==> src/rtl/core/cct_rgb_light_mixer_unit_macros.svh <==
// assertion macros for the light mixer unit
`ifndef CCT_RGB_LIGHT_MIXER_UNIT_MACROS_SVH
`define CCT_RGB_LIGHT_MIXER_UNIT_MACROS_SVH

// same-cycle implication, checked outside reset
`define CRLM_ASSERT_NOW(label, ante, cons) \
  label: assert property (@(posedge clk) disable iff (rst) (ante) |-> (cons)) \
    else $error("crlm assertion failed");

// next-cycle implication, checked outside reset
`define CRLM_ASSERT_NEXT(label, ante, cons) \
  label: assert property (@(posedge clk) disable iff (rst) (ante) |=> (cons)) \
    else $error("crlm assertion failed");

`endif

==> src/rtl/core/crlm_pkg.sv <==
// shared types, command codes and divider operation codes
`timescale 1ns / 1ps
package crlm_pkg;

  localparam logic [3:0] CMD_MASTER    = 4'd0;
  localparam logic [3:0] CMD_WHITE_EN  = 4'd1;
  localparam logic [3:0] CMD_WHITE_DIM = 4'd2;
  localparam logic [3:0] CMD_KELVIN    = 4'd3;
  localparam logic [3:0] CMD_MIRED     = 4'd4;
  localparam logic [3:0] CMD_RGB_EN    = 4'd5;
  localparam logic [3:0] CMD_RGB_DIM   = 4'd6;
  localparam logic [3:0] CMD_COLOR     = 4'd7;
  localparam logic [3:0] CMD_REFRESH   = 4'd8;

  localparam logic [2:0] OP_MIRED = 3'd0;
  localparam logic [2:0] OP_COLD  = 3'd1;
  localparam logic [2:0] OP_RED   = 3'd2;
  localparam logic [2:0] OP_GREEN = 3'd3;
  localparam logic [2:0] OP_BLUE  = 3'd4;

  typedef struct packed {
    logic       capture;
    logic       update;
    logic       bad_arg;
    logic       off_result;
    logic       white_wr;
    logic       rgb_wr;
    logic       div_load;
    logic       div_step;
    logic       div_store;
    logic [2:0] op;
    logic       out_load;
  } crlm_cmd_t;

  typedef struct packed {
    logic [3:0] cmd;
    logic       has_value;
    logic       onoff;
    logic       ready;
    logic       master_on;
    logic       white_go;
    logic       rgb_go;
    logic       out_free;
  } crlm_stat_t;

endpackage

==> src/rtl/core/crlm_in_if.sv <==
// command channel: valid/ready plus one command word
`timescale 1ns / 1ps
interface crlm_in_if;
  logic               valid;
  logic               ready;
  logic [3:0]         cmd;
  logic               has_value;
  logic signed [16:0] value;
  logic [7:0]         red_in;
  logic [7:0]         green_in;
  logic [7:0]         blue_in;
  logic               strip_ready;

  modport source (
    output valid, cmd, has_value, value, red_in, green_in, blue_in, strip_ready,
    input  ready
  );
  modport sink (
    input  valid, cmd, has_value, value, red_in, green_in, blue_in, strip_ready,
    output ready
  );
endinterface

==> src/rtl/core/crlm_out_if.sv <==
// result channel: valid/ready plus one result word
`timescale 1ns / 1ps
interface crlm_out_if;
  logic       valid;
  logic       ready;
  logic       white_write;
  logic [6:0] cold_level;
  logic [6:0] warm_level;
  logic       rgb_write;
  logic [7:0] red_out;
  logic [7:0] green_out;
  logic [7:0] blue_out;
  logic       status;

  modport source (
    output valid, white_write, cold_level, warm_level, rgb_write,
           red_out, green_out, blue_out, status,
    input  ready
  );
  modport sink (
    input  valid, white_write, cold_level, warm_level, rgb_write,
           red_out, green_out, blue_out, status,
    output ready
  );
endinterface

==> src/rtl/core/crlm_datapath.sv <==
// light state, shared multiplier, reciprocal scaling, mired divider, result and output registers
`timescale 1ns / 1ps
module crlm_datapath
  import crlm_pkg::*;
(
  input  logic       clk,
  input  logic       rst,
  crlm_in_if.sink    req,
  crlm_out_if.source rsp,
  input  crlm_cmd_t  ctl,
  output crlm_stat_t stat
);

  localparam int DIV_W = 20;
  localparam int REM_W = 13;
  localparam logic [DIV_W-1:0] MIRED_NUM = 20'd1000000;
  localparam logic [12:0]      K_MIN     = 13'd2000;
  // ceil(2^31 / 4500), exact for products up to 4500 * 100
  localparam logic [18:0]      COLD_RECIP = 19'd477219;
  // ceil(2^19 / 100), exact for products up to 255 * 100
  localparam logic [12:0]      PCT_RECIP  = 13'd5243;

  function automatic logic [6:0] clamp_pct(input logic signed [16:0] v);
    if (v < 17'sd0) return 7'd0;
    if (v > 17'sd100) return 7'd100;
    return v[6:0];
  endfunction

  function automatic logic [12:0] clamp_kelvin(input logic signed [16:0] v);
    if (v < 17'sd2000) return 13'd2000;
    if (v > 17'sd6500) return 13'd6500;
    return v[12:0];
  endfunction

  function automatic logic [12:0] clamp_mired(input logic signed [16:0] v);
    if (v < 17'sd154) return 13'd154;
    if (v > 17'sd500) return 13'd500;
    return v[12:0];
  endfunction

  // captured command word
  logic [3:0]         cmd_q;
  logic               has_q;
  logic signed [16:0] val_q;
  logic [7:0]         red_q, green_q, blue_q;
  logic               ready_q;

  // light state
  logic        master_on, white_on, rgb_on;
  logic [6:0]  white_level, rgb_level;
  logic [12:0] kelvin;
  logic [7:0]  stored_red, stored_green, stored_blue;

  // result under construction
  logic       res_white_write, res_rgb_write, res_status;
  logic [6:0] res_cold, res_warm;
  logic [7:0] res_red, res_green, res_blue;

  // divider
  logic [DIV_W-1:0] dq;
  logic [REM_W-1:0] rem;
  logic [12:0]      dvs;

  logic             onoff;
  logic [12:0]      mul_a;
  logic [6:0]       mul_b;
  logic [DIV_W-1:0] prod;
  logic [REM_W:0]   s1, s2, d1, d2;
  logic             ge1, ge2;
  logic [REM_W-1:0] r1, r2;
  logic             out_valid;

  // constant divisions by reciprocal multiply on the registered product
  logic [37:0]      cold_prod;
  logic [26:0]      pct_prod;
  logic [6:0]       cold_q;
  logic [7:0]       pct_q;

  assign onoff = has_q ? (val_q != 17'sd0) : 1'b1;

  always_comb begin
    mul_a = kelvin - K_MIN;
    mul_b = white_level;
    case (ctl.op)
      OP_RED: begin
        mul_a = {5'd0, stored_red};
        mul_b = rgb_level;
      end
      OP_GREEN: begin
        mul_a = {5'd0, stored_green};
        mul_b = rgb_level;
      end
      OP_BLUE: begin
        mul_a = {5'd0, stored_blue};
        mul_b = rgb_level;
      end
      default: begin
        mul_a = kelvin - K_MIN;
        mul_b = white_level;
      end
    endcase
  end

  assign prod = {7'd0, mul_a} * {13'd0, mul_b};

  assign cold_prod = {19'd0, dq[18:0]} * {19'd0, COLD_RECIP};
  assign cold_q    = cold_prod[37:31];
  assign pct_prod  = {12'd0, dq[14:0]} * {14'd0, PCT_RECIP};
  assign pct_q     = pct_prod[26:19];

  // two restoring steps per cycle
  always_comb begin
    s1  = {rem, dq[DIV_W-1]};
    d1  = {1'b0, dvs};
    ge1 = (s1 >= d1);
    r1  = ge1 ? REM_W'(s1 - d1) : s1[REM_W-1:0];
    s2  = {r1, dq[DIV_W-2]};
    d2  = {1'b0, dvs};
    ge2 = (s2 >= d2);
    r2  = ge2 ? REM_W'(s2 - d2) : s2[REM_W-1:0];
  end

  always_ff @(posedge clk) begin
    if (ctl.capture) begin
      cmd_q   <= req.cmd;
      has_q   <= req.has_value;
      val_q   <= req.value;
      red_q   <= req.red_in;
      green_q <= req.green_in;
      blue_q  <= req.blue_in;
      ready_q <= req.strip_ready;
    end
  end

  always_ff @(posedge clk) begin
    if (rst) begin
      master_on    <= 1'b0;
      white_on     <= 1'b1;
      white_level  <= 7'd100;
      kelvin       <= 13'd4201;
      rgb_on       <= 1'b0;
      rgb_level    <= 7'd100;
      stored_red   <= 8'd255;
      stored_green <= 8'd0;
      stored_blue  <= 8'd0;
    end else begin
      if (ctl.update) begin
        case (cmd_q)
          CMD_MASTER:    master_on <= onoff;
          CMD_WHITE_EN:  white_on <= onoff;
          CMD_WHITE_DIM: if (has_q) white_level <= clamp_pct(val_q);
          CMD_KELVIN:    if (has_q) kelvin <= clamp_kelvin(val_q);
          CMD_RGB_EN:    rgb_on <= onoff;
          CMD_RGB_DIM:   if (has_q) rgb_level <= clamp_pct(val_q);
          CMD_COLOR: begin
            stored_red   <= red_q;
            stored_green <= green_q;
            stored_blue  <= blue_q;
          end
          default: ;
        endcase
      end
      // quotient is always inside 2000..6493, no clamp needed
      if (ctl.div_store && ctl.op == OP_MIRED) kelvin <= dq[12:0];
    end
  end

  always_ff @(posedge clk) begin
    if (ctl.capture) begin
      res_white_write <= 1'b0;
      res_rgb_write   <= 1'b0;
      res_status      <= 1'b0;
      res_cold        <= 7'd0;
      res_warm        <= 7'd0;
      res_red         <= 8'd0;
      res_green       <= 8'd0;
      res_blue        <= 8'd0;
    end else begin
      if (ctl.bad_arg) res_status <= 1'b1;
      if (ctl.off_result) begin
        res_white_write <= 1'b1;
        res_rgb_write   <= ready_q;
      end
      if (ctl.white_wr) res_white_write <= 1'b1;
      if (ctl.rgb_wr) res_rgb_write <= 1'b1;
      if (ctl.div_store) begin
        case (ctl.op)
          OP_COLD: begin
            res_cold <= cold_q;
            res_warm <= white_level - cold_q;
          end
          OP_RED:   res_red <= pct_q;
          OP_GREEN: res_green <= pct_q;
          OP_BLUE:  res_blue <= pct_q;
          default: ;
        endcase
      end
    end
  end

  always_ff @(posedge clk) begin
    if (ctl.div_load) begin
      rem <= '0;
      if (ctl.op == OP_MIRED) begin
        dq  <= MIRED_NUM;
        dvs <= clamp_mired(val_q);
      end else begin
        dq <= prod;
      end
    end else if (ctl.div_step) begin
      rem <= r2;
      dq  <= {dq[DIV_W-3:0], ge1, ge2};
    end
  end

  // output register, frees the core while a word waits downstream
  always_ff @(posedge clk) begin
    if (rst) begin
      out_valid <= 1'b0;
    end else if (ctl.out_load) begin
      out_valid <= 1'b1;
    end else if (rsp.ready) begin
      out_valid <= 1'b0;
    end
  end

  always_ff @(posedge clk) begin
    if (ctl.out_load) begin
      rsp.white_write <= res_white_write;
      rsp.cold_level  <= res_cold;
      rsp.warm_level  <= res_warm;
      rsp.rgb_write   <= res_rgb_write;
      rsp.red_out     <= res_red;
      rsp.green_out   <= res_green;
      rsp.blue_out    <= res_blue;
      rsp.status      <= res_status;
    end
  end

  assign rsp.valid = out_valid;

  assign stat.cmd       = cmd_q;
  assign stat.has_value = has_q;
  assign stat.onoff     = onoff;
  assign stat.ready     = ready_q;
  assign stat.master_on = master_on;
  assign stat.white_go  = white_on && (white_level != 7'd0);
  assign stat.rgb_go    = rgb_on && (rgb_level != 7'd0);
  assign stat.out_free  = !out_valid || rsp.ready;

endmodule

==> src/rtl/core/crlm_ctrl.sv <==
// command sequencer: decode, white and rgb branches, divider scheduling
`timescale 1ns / 1ps
module crlm_ctrl
  import crlm_pkg::*;
(
  input  logic       clk,
  input  logic       rst,
  input  logic       in_valid,
  output logic       in_ready,
  input  crlm_stat_t stat,
  output crlm_cmd_t  ctl
);

  localparam int DIV_STEPS = 10;
  localparam int CNT_W     = $clog2(DIV_STEPS);

  localparam logic [2:0] S_IDLE   = 3'd0;
  localparam logic [2:0] S_DECODE = 3'd1;
  localparam logic [2:0] S_WHITE  = 3'd2;
  localparam logic [2:0] S_RGB    = 3'd3;
  localparam logic [2:0] S_LOAD   = 3'd4;
  localparam logic [2:0] S_ITER   = 3'd5;
  localparam logic [2:0] S_STORE  = 3'd6;
  localparam logic [2:0] S_FINISH = 3'd7;

  logic [2:0]       state, state_next;
  logic [2:0]       op, op_next;
  logic [CNT_W-1:0] cnt, cnt_next;
  logic [2:0]       after_white;

  always_ff @(posedge clk) begin
    if (rst) begin
      state <= S_IDLE;
      op    <= OP_MIRED;
      cnt   <= '0;
    end else begin
      state <= state_next;
      op    <= op_next;
      cnt   <= cnt_next;
    end
  end

  // master-on walks on to the strip after the white pair
  assign after_white = (stat.cmd == CMD_MASTER) ? S_RGB : S_FINISH;

  always_comb begin
    state_next = state;
    op_next    = op;
    cnt_next   = cnt;
    ctl        = '0;
    ctl.op     = op;
    in_ready   = 1'b0;
    case (state)
      S_IDLE: begin
        in_ready = 1'b1;
        if (in_valid) begin
          ctl.capture = 1'b1;
          state_next  = S_DECODE;
        end
      end
      S_DECODE: begin
        ctl.update = 1'b1;
        case (stat.cmd)
          CMD_MASTER: begin
            if (stat.onoff) begin
              state_next = S_WHITE;
            end else begin
              ctl.off_result = 1'b1;
              state_next     = S_FINISH;
            end
          end
          CMD_WHITE_EN, CMD_WHITE_DIM: state_next = S_WHITE;
          CMD_KELVIN: begin
            if (stat.has_value) begin
              state_next = S_WHITE;
            end else begin
              ctl.bad_arg = 1'b1;
              state_next  = S_FINISH;
            end
          end
          CMD_MIRED: begin
            if (stat.has_value) begin
              op_next    = OP_MIRED;
              state_next = S_LOAD;
            end else begin
              ctl.bad_arg = 1'b1;
              state_next  = S_FINISH;
            end
          end
          CMD_RGB_EN, CMD_RGB_DIM, CMD_COLOR, CMD_REFRESH: state_next = S_RGB;
          default: state_next = S_FINISH;
        endcase
      end
      S_WHITE: begin
        if (stat.master_on) begin
          ctl.white_wr = 1'b1;
          if (stat.white_go) begin
            op_next    = OP_COLD;
            state_next = S_LOAD;
          end else begin
            state_next = after_white;
          end
        end else begin
          state_next = after_white;
        end
      end
      S_RGB: begin
        if (stat.master_on && stat.ready) begin
          ctl.rgb_wr = 1'b1;
          if (stat.rgb_go) begin
            op_next    = OP_RED;
            state_next = S_LOAD;
          end else begin
            state_next = S_FINISH;
          end
        end else begin
          state_next = S_FINISH;
        end
      end
      S_LOAD: begin
        ctl.div_load = 1'b1;
        // only the mired conversion needs the iterative divider
        if (op == OP_MIRED) begin
          cnt_next   = CNT_W'(DIV_STEPS - 1);
          state_next = S_ITER;
        end else begin
          state_next = S_STORE;
        end
      end
      S_ITER: begin
        ctl.div_step = 1'b1;
        if (cnt == '0) begin
          state_next = S_STORE;
        end else begin
          cnt_next = cnt - 1'b1;
        end
      end
      S_STORE: begin
        ctl.div_store = 1'b1;
        case (op)
          OP_MIRED: state_next = S_WHITE;
          OP_COLD:  state_next = after_white;
          OP_RED: begin
            op_next    = OP_GREEN;
            state_next = S_LOAD;
          end
          OP_GREEN: begin
            op_next    = OP_BLUE;
            state_next = S_LOAD;
          end
          default: state_next = S_FINISH;
        endcase
      end
      S_FINISH: begin
        if (stat.out_free) begin
          ctl.out_load = 1'b1;
          state_next   = S_IDLE;
        end
      end
      default: state_next = S_IDLE;
    endcase
  end

endmodule

==> src/rtl/core/cct_rgb_light_mixer_unit.sv <==
// light mixer top level: sequencer plus datapath behind valid/ready channels
//
//   channel  dir  handshake     word
//   req      in   valid/ready   cmd, has_value, value, red_in, green_in, blue_in, strip_ready
//   rsp      out  valid/ready   white_write, cold/warm level, rgb_write, rgb out, status
//
// one command at a time; an accepted word runs decode and its branch states before the output register
// mired conversion holds the radix-4 divider through load, ten two-bit steps and store
// cold split and each color byte use the product register, then the reciprocal multiply
// mired with the white pair lit is the longest command, ahead of master-on with both lit
// rst is synchronous and restores the power-up light state
// req.ready is high whenever the sequencer is idle, also while a result waits in rsp
`timescale 1ns / 1ps
`include "cct_rgb_light_mixer_unit_macros.svh"
module cct_rgb_light_mixer_unit
  import crlm_pkg::*;
(
  input  logic       clk,
  input  logic       rst,
  crlm_in_if.sink    req,
  crlm_out_if.source rsp
);

  crlm_cmd_t  ctl;
  crlm_stat_t stat;
  logic       ctl_ready;

  crlm_ctrl u_ctrl (
    .clk      (clk),
    .rst      (rst),
    .in_valid (req.valid),
    .in_ready (ctl_ready),
    .stat     (stat),
    .ctl      (ctl)
  );

  crlm_datapath u_datapath (
    .clk  (clk),
    .rst  (rst),
    .req  (req),
    .rsp  (rsp),
    .ctl  (ctl),
    .stat (stat)
  );

  assign req.ready = ctl_ready;

  `CRLM_ASSERT_NEXT(a_busy_after_accept, req.valid && req.ready, !req.ready)
  `CRLM_ASSERT_NOW(a_bad_arg_no_write, rsp.valid && rsp.status, !rsp.white_write && !rsp.rgb_write)
  `CRLM_ASSERT_NOW(a_white_idle_zero, rsp.valid && !rsp.white_write, rsp.cold_level == 7'd0 && rsp.warm_level == 7'd0)
  `CRLM_ASSERT_NOW(a_white_sum, rsp.valid, ({1'b0, rsp.cold_level} + {1'b0, rsp.warm_level}) <= 8'd100)

endmodule
==> src/flat_wrapper.sv <==
// flat-port wrapper written by rule: the top's interface ports become plain ports
module cct_rgb_light_mixer_unit_flat import crlm_pkg::*;
  (clk, rst, req_valid, req_cmd, req_has_value, req_value, req_red_in, req_green_in, req_blue_in, req_strip_ready, req_ready, rsp_valid, rsp_white_write, rsp_cold_level, rsp_warm_level, rsp_rgb_write, rsp_red_out, rsp_green_out, rsp_blue_out, rsp_status, rsp_ready);
  crlm_in_if req_i ();
  crlm_out_if rsp_i ();
  input  logic clk;
  input  logic rst;
  input wire logic [$bits(req_i.valid)-1:0] req_valid;
  input wire logic [$bits(req_i.cmd)-1:0] req_cmd;
  input wire logic [$bits(req_i.has_value)-1:0] req_has_value;
  input wire logic [$bits(req_i.value)-1:0] req_value;
  input wire logic [$bits(req_i.red_in)-1:0] req_red_in;
  input wire logic [$bits(req_i.green_in)-1:0] req_green_in;
  input wire logic [$bits(req_i.blue_in)-1:0] req_blue_in;
  input wire logic [$bits(req_i.strip_ready)-1:0] req_strip_ready;
  output wire logic [$bits(req_i.ready)-1:0] req_ready;
  output wire logic [$bits(rsp_i.valid)-1:0] rsp_valid;
  output wire logic [$bits(rsp_i.white_write)-1:0] rsp_white_write;
  output wire logic [$bits(rsp_i.cold_level)-1:0] rsp_cold_level;
  output wire logic [$bits(rsp_i.warm_level)-1:0] rsp_warm_level;
  output wire logic [$bits(rsp_i.rgb_write)-1:0] rsp_rgb_write;
  output wire logic [$bits(rsp_i.red_out)-1:0] rsp_red_out;
  output wire logic [$bits(rsp_i.green_out)-1:0] rsp_green_out;
  output wire logic [$bits(rsp_i.blue_out)-1:0] rsp_blue_out;
  output wire logic [$bits(rsp_i.status)-1:0] rsp_status;
  input wire logic [$bits(rsp_i.ready)-1:0] rsp_ready;
  assign req_i.valid = req_valid;
  assign req_i.cmd = req_cmd;
  assign req_i.has_value = req_has_value;
  assign req_i.value = req_value;
  assign req_i.red_in = req_red_in;
  assign req_i.green_in = req_green_in;
  assign req_i.blue_in = req_blue_in;
  assign req_i.strip_ready = req_strip_ready;
  assign req_ready = req_i.ready;
  assign rsp_valid = rsp_i.valid;
  assign rsp_white_write = rsp_i.white_write;
  assign rsp_cold_level = rsp_i.cold_level;
  assign rsp_warm_level = rsp_i.warm_level;
  assign rsp_rgb_write = rsp_i.rgb_write;
  assign rsp_red_out = rsp_i.red_out;
  assign rsp_green_out = rsp_i.green_out;
  assign rsp_blue_out = rsp_i.blue_out;
  assign rsp_status = rsp_i.status;
  assign rsp_i.ready = rsp_ready;
  cct_rgb_light_mixer_unit u_core (.clk(clk), .rst(rst), .req(req_i), .rsp(rsp_i));
endmodule
==> config.mk <==
export PLATFORM = sky130hd
export DESIGN_NAME = cct_rgb_light_mixer_unit_flat
export DESIGN_NICKNAME = d
export VERILOG_FILES = /design/src/rtl/core/crlm_pkg.sv /design/src/rtl/core/crlm_in_if.sv /design/src/rtl/core/crlm_out_if.sv /design/src/rtl/core/crlm_datapath.sv /design/src/rtl/core/crlm_ctrl.sv /design/src/rtl/core/cct_rgb_light_mixer_unit.sv /design/src/flat_wrapper.sv
export VERILOG_INCLUDE_DIRS = /design/src /design/src/rtl/core
export SDC_FILE = /design/constraint.sdc
export NUM_CORES = 1
export LEC_CHECK = 0
export ABC_AREA = 1
export BUFFER_PORTS_ARGS = -buffer_cell sky130_fd_sc_hd__buf_2
export CAP_MARGIN = 20
export CORE_ASPECT_RATIO = 0.6
export CORE_MARGIN = 3
export CORE_UTILIZATION = 60
export DETAILED_ROUTE_END_ITERATION = 16
export PLACE_DENSITY = 0.78
export SLEW_MARGIN = 20
export SYNTH_ARGS = -nofsm -noshare
export SYNTH_HDL_FRONTEND = slang
export SYNTH_SLANG_ARGS = --single-unit
==> constraint.sdc <==
create_clock -name clk -period 8 [get_ports clk]
set_input_delay 0.8 -clock clk [delete_from_list [all_inputs] [get_ports clk]]
set_output_delay 0.8 -clock clk [all_outputs]
set_load 0.05 [all_outputs]
==> key figures <==
Clock tree
  – Hold buffer count at cts: 0
  – Post-CTS setup buffers: 0
  – Worst-path clk slew: 0.07 ns
  – Clock H-tree levels: 1
  – CTS buffer count: 22
  – CTS sink cnt: 240
  – Gates resized, CTS repair: 0
  – CTS tree: done
  – Clock Tree Buf Depth: 3
  – Root buffer cell: clkbuf_16
  – Worst-Skew Late Latency: 0.53 ns

Timing
  – Max Clk Rate: 0.1479 GHz
  – Rel. slew slack: 0.3531
  – Worst Skew: 0.01186 ns
  – Final min period: 6.762 ns
  – Fin Setup TNS: 0 ns
  – Final Hold Viols: 0
  – Final setup viols: 0
  – Slew Limit Fails: 0
  – Worst Hold Slack: 0.4396 ns
  – Worst-margin pin slew: between 0.9 and 1 ns
  – RSZ-0062 raised after global routing: no
  – Period utilization: 0.8453

Setup path
  – Element type at the critical path end: flop
  – Kind of critical path: flop to flop
  – Req. time, crit path: around 8.4 ns
  – Worst path slowest cell: fa_1
  – Setup crit start kind: flop
  – Most used cell, CP: fa_1
  – Arr. time, crit path: 7.18 ns
  – Crit Path Max Fanout: 11
  – Crit-path max cell delay: around 0.64 ns

Final layout
  – Antenna fix cells: 0
  – Filler cells: ~3000
  – Design area: 24200 um2
  – Layout cells sized above 1: 0.07798
  – Final core occ: 0.6609
  – Area growth syn-to-layout: 7.724%
  – Nets: around 3300

Logic synthesis
  – Number of flops mapped to enable cells by yosys: 121
  – Commonest cells post-synth: 557 x inv_1, 404 x nand2_1, 306 x ha_1
  – Synth top area share: 0.1704
  – Post-synth ARST share: 0
  – Cells after Synth: about 2600
  – Synth area leader: ha_1
  – Seq/Total Area, Yosys: 0.2678
  – Top-count cell post-synth: inv_1
  – #FFs+latches synth: 240
  – Synth Flop Type: edfxtp_1
  – Distinct cells, synth: between 60 and 70
  – Synth top area cells: ha_1 17%, fa_1 17%, edfxtp_1 16%
  – Post-Syn Area: approximately 22000 um2
  – Yosys warns: 0
  – Synth Area per Inst: 8.511 um2

Drt
  – Drt via density: 5.720
  – Vias: 18650
  – Iter 0 DRT Violations: approximately 1600
  – 1st-pass router iterations: 5
  – Routed length per instance: 18.64 um
  – Final wirelength: 60780 um
  – Antenna Nets Post-Route: 0
  – Residual DRC count: 0

Global routing
  – Gr ovfl total: 0
  – GR Util met2: 0.4517
  – Initial antenna violation count: 1
  – Peak-usage layer in the global routing report: met2
  – Total GRT Usage: 0.3057
  – GRT met1 Usage: 0.4460
  – Vias in the first global route: ~18000
  – First-pass GRT wire length: about 96000 um
  – Global Route met3 Usage: 0.09262
  – Largest net degree at the start of global routing: 54

Status
  – Status: complete, no violations

Job
  – Max_cap viols: 0

Placed design
  – Placed Area: 23510 um2
  – IO buf count: 93
  – RePlAce Congestion: roughly 1
  – Post-DP HPWL: 50360 um

Die
  – Chip Width: 255.8 um
  – DIE HEIGHT: roughly 160 um
  – Core Region: 36620 um2
  – Row count: 54
  – Area of the die: approximately 40000 um2
  – Initial Utilization: 0.6135
  – Io pins: 94

Min path
  – HP Class: flop to flop
==> through the flow <==
stage / cells / setup WS (ns)
after floorplan: 2643 / 1.815
after global placement: 3221 / 1.380
after detailed placement: 3221 / 1.301
after CTS: 3261 / 1.294
after global routing: 3261 / 0.7755
final: 3261 / 1.238
==> per-layer routing <==
layer,part of all wire,vias up
met4,0.022,2
met3,0.11,80
met2,0.41,790
li1,-,8777
met1,0.46,9005
met5,0.00020,-
==> state kept, by name, indices dropped and copies added, names as in the netlist, 8 cells and up <==
register,count
u_core.u_datapath.res_blue,8
u_core.u_datapath.stored_green,8
u_core.u_datapath.green_q,8
u_core.u_datapath.rsp.blue_out,8
u_core.u_datapath.val_q,17
u_core.u_datapath.stored_red,8
u_core.u_datapath.res_green,8
u_core.u_datapath.dvs,13
u_core.u_datapath.dq,20
u_core.u_datapath.red_q,8
u_core.u_datapath.kelvin,13
u_core.u_datapath.res_red,8
u_core.u_datapath.rsp.green_out,8
u_core.u_datapath.stored_blue,8
u_core.u_datapath.rsp.red_out,8
u_core.u_datapath.rem,13
u_core.u_datapath.blue_q,8
==> cell type report <==
type	instances	area (um2)	area share
clock buffers	28	625.6	0.02585
multi-input cells	1798	14140	0.5843
well taps	504	630.6	0.02605
inverters	572	2151	0.08886
flip-flops and latches	240	6016	0.2486
clock inverters	12	67.56	0.002792
repair buffers	107	570.5	0.02357
==> path summary, 6_finish.rpt <==
check	start	to	slack, ns	cells past startpoint
max	u_core.u_datapath.dq[2]	u_core.u_datapath.res_warm[6]	1.24	30
min reg2reg	u_core.u_datapath.res_red[7]	u_core.u_datapath.rsp.red_out[7]	0.44	0
min	u_core.u_datapath.res_red[7]	u_core.u_datapath.rsp.red_out[7]	0.44	0
max reg2reg	u_core.u_datapath.dq[2]	u_core.u_datapath.res_warm[6]	1.24	30
==> cells by family (layout without fill, tap and decap cells) <==
family,after synthesis,in the layout,share of synthesized area
AOI/OAI and AO/OA,430,430,0.1173
xor gates and xnor gates,36,36,0.01403
adders and majority gates,496,496,0.3397
buffers and inverters,605,719,0.1035
DFF,240,240,0.2678
other,1,4,0.0001669
and+or+nand+nor,832,832,0.1575
==> critical path: cells and delay by family (launching register included) <==
family	cells	cell delay, ns
buffers and inverters	6	0.32
DFF	1	0.63
adders and majority gates	9	4.05
AOI/OAI and AO/OA	6	0.92
xor gates and xnor gates	1	0.16
and+or+nand+nor	8	0.59
==> cells in the final DEF (no fill, tap or decap), drive strengths merged, types with 5 or more instances in the layout <==
cell type	Yosys	layout
dfxtp	119	119
clkbuf	21	28
a221oi	7	7
nand4	20	20
nor3	27	27
xnor2	13	13
buf	12	107
nor2	234	234
o21a	6	6
or2	11	11
o221ai	7	7
a21oi	153	153
a21boi	6	6
ha	306	306
fa	190	190
a211oi	7	7
edfxtp	121	121
o31ai	6	6
nand2	412	412
clkinv	3	13
nor4	5	5
inv	569	571
o21bai	7	7
nand3	112	112
a21o	17	17
o22ai	16	16
o211ai	39	39
o21ai	129	129
xor2	23	23
a31oi	14	14
Power is not shown: default switching activity piles up to over one toggle a cycle in this logic, so the estimate is an artifact.
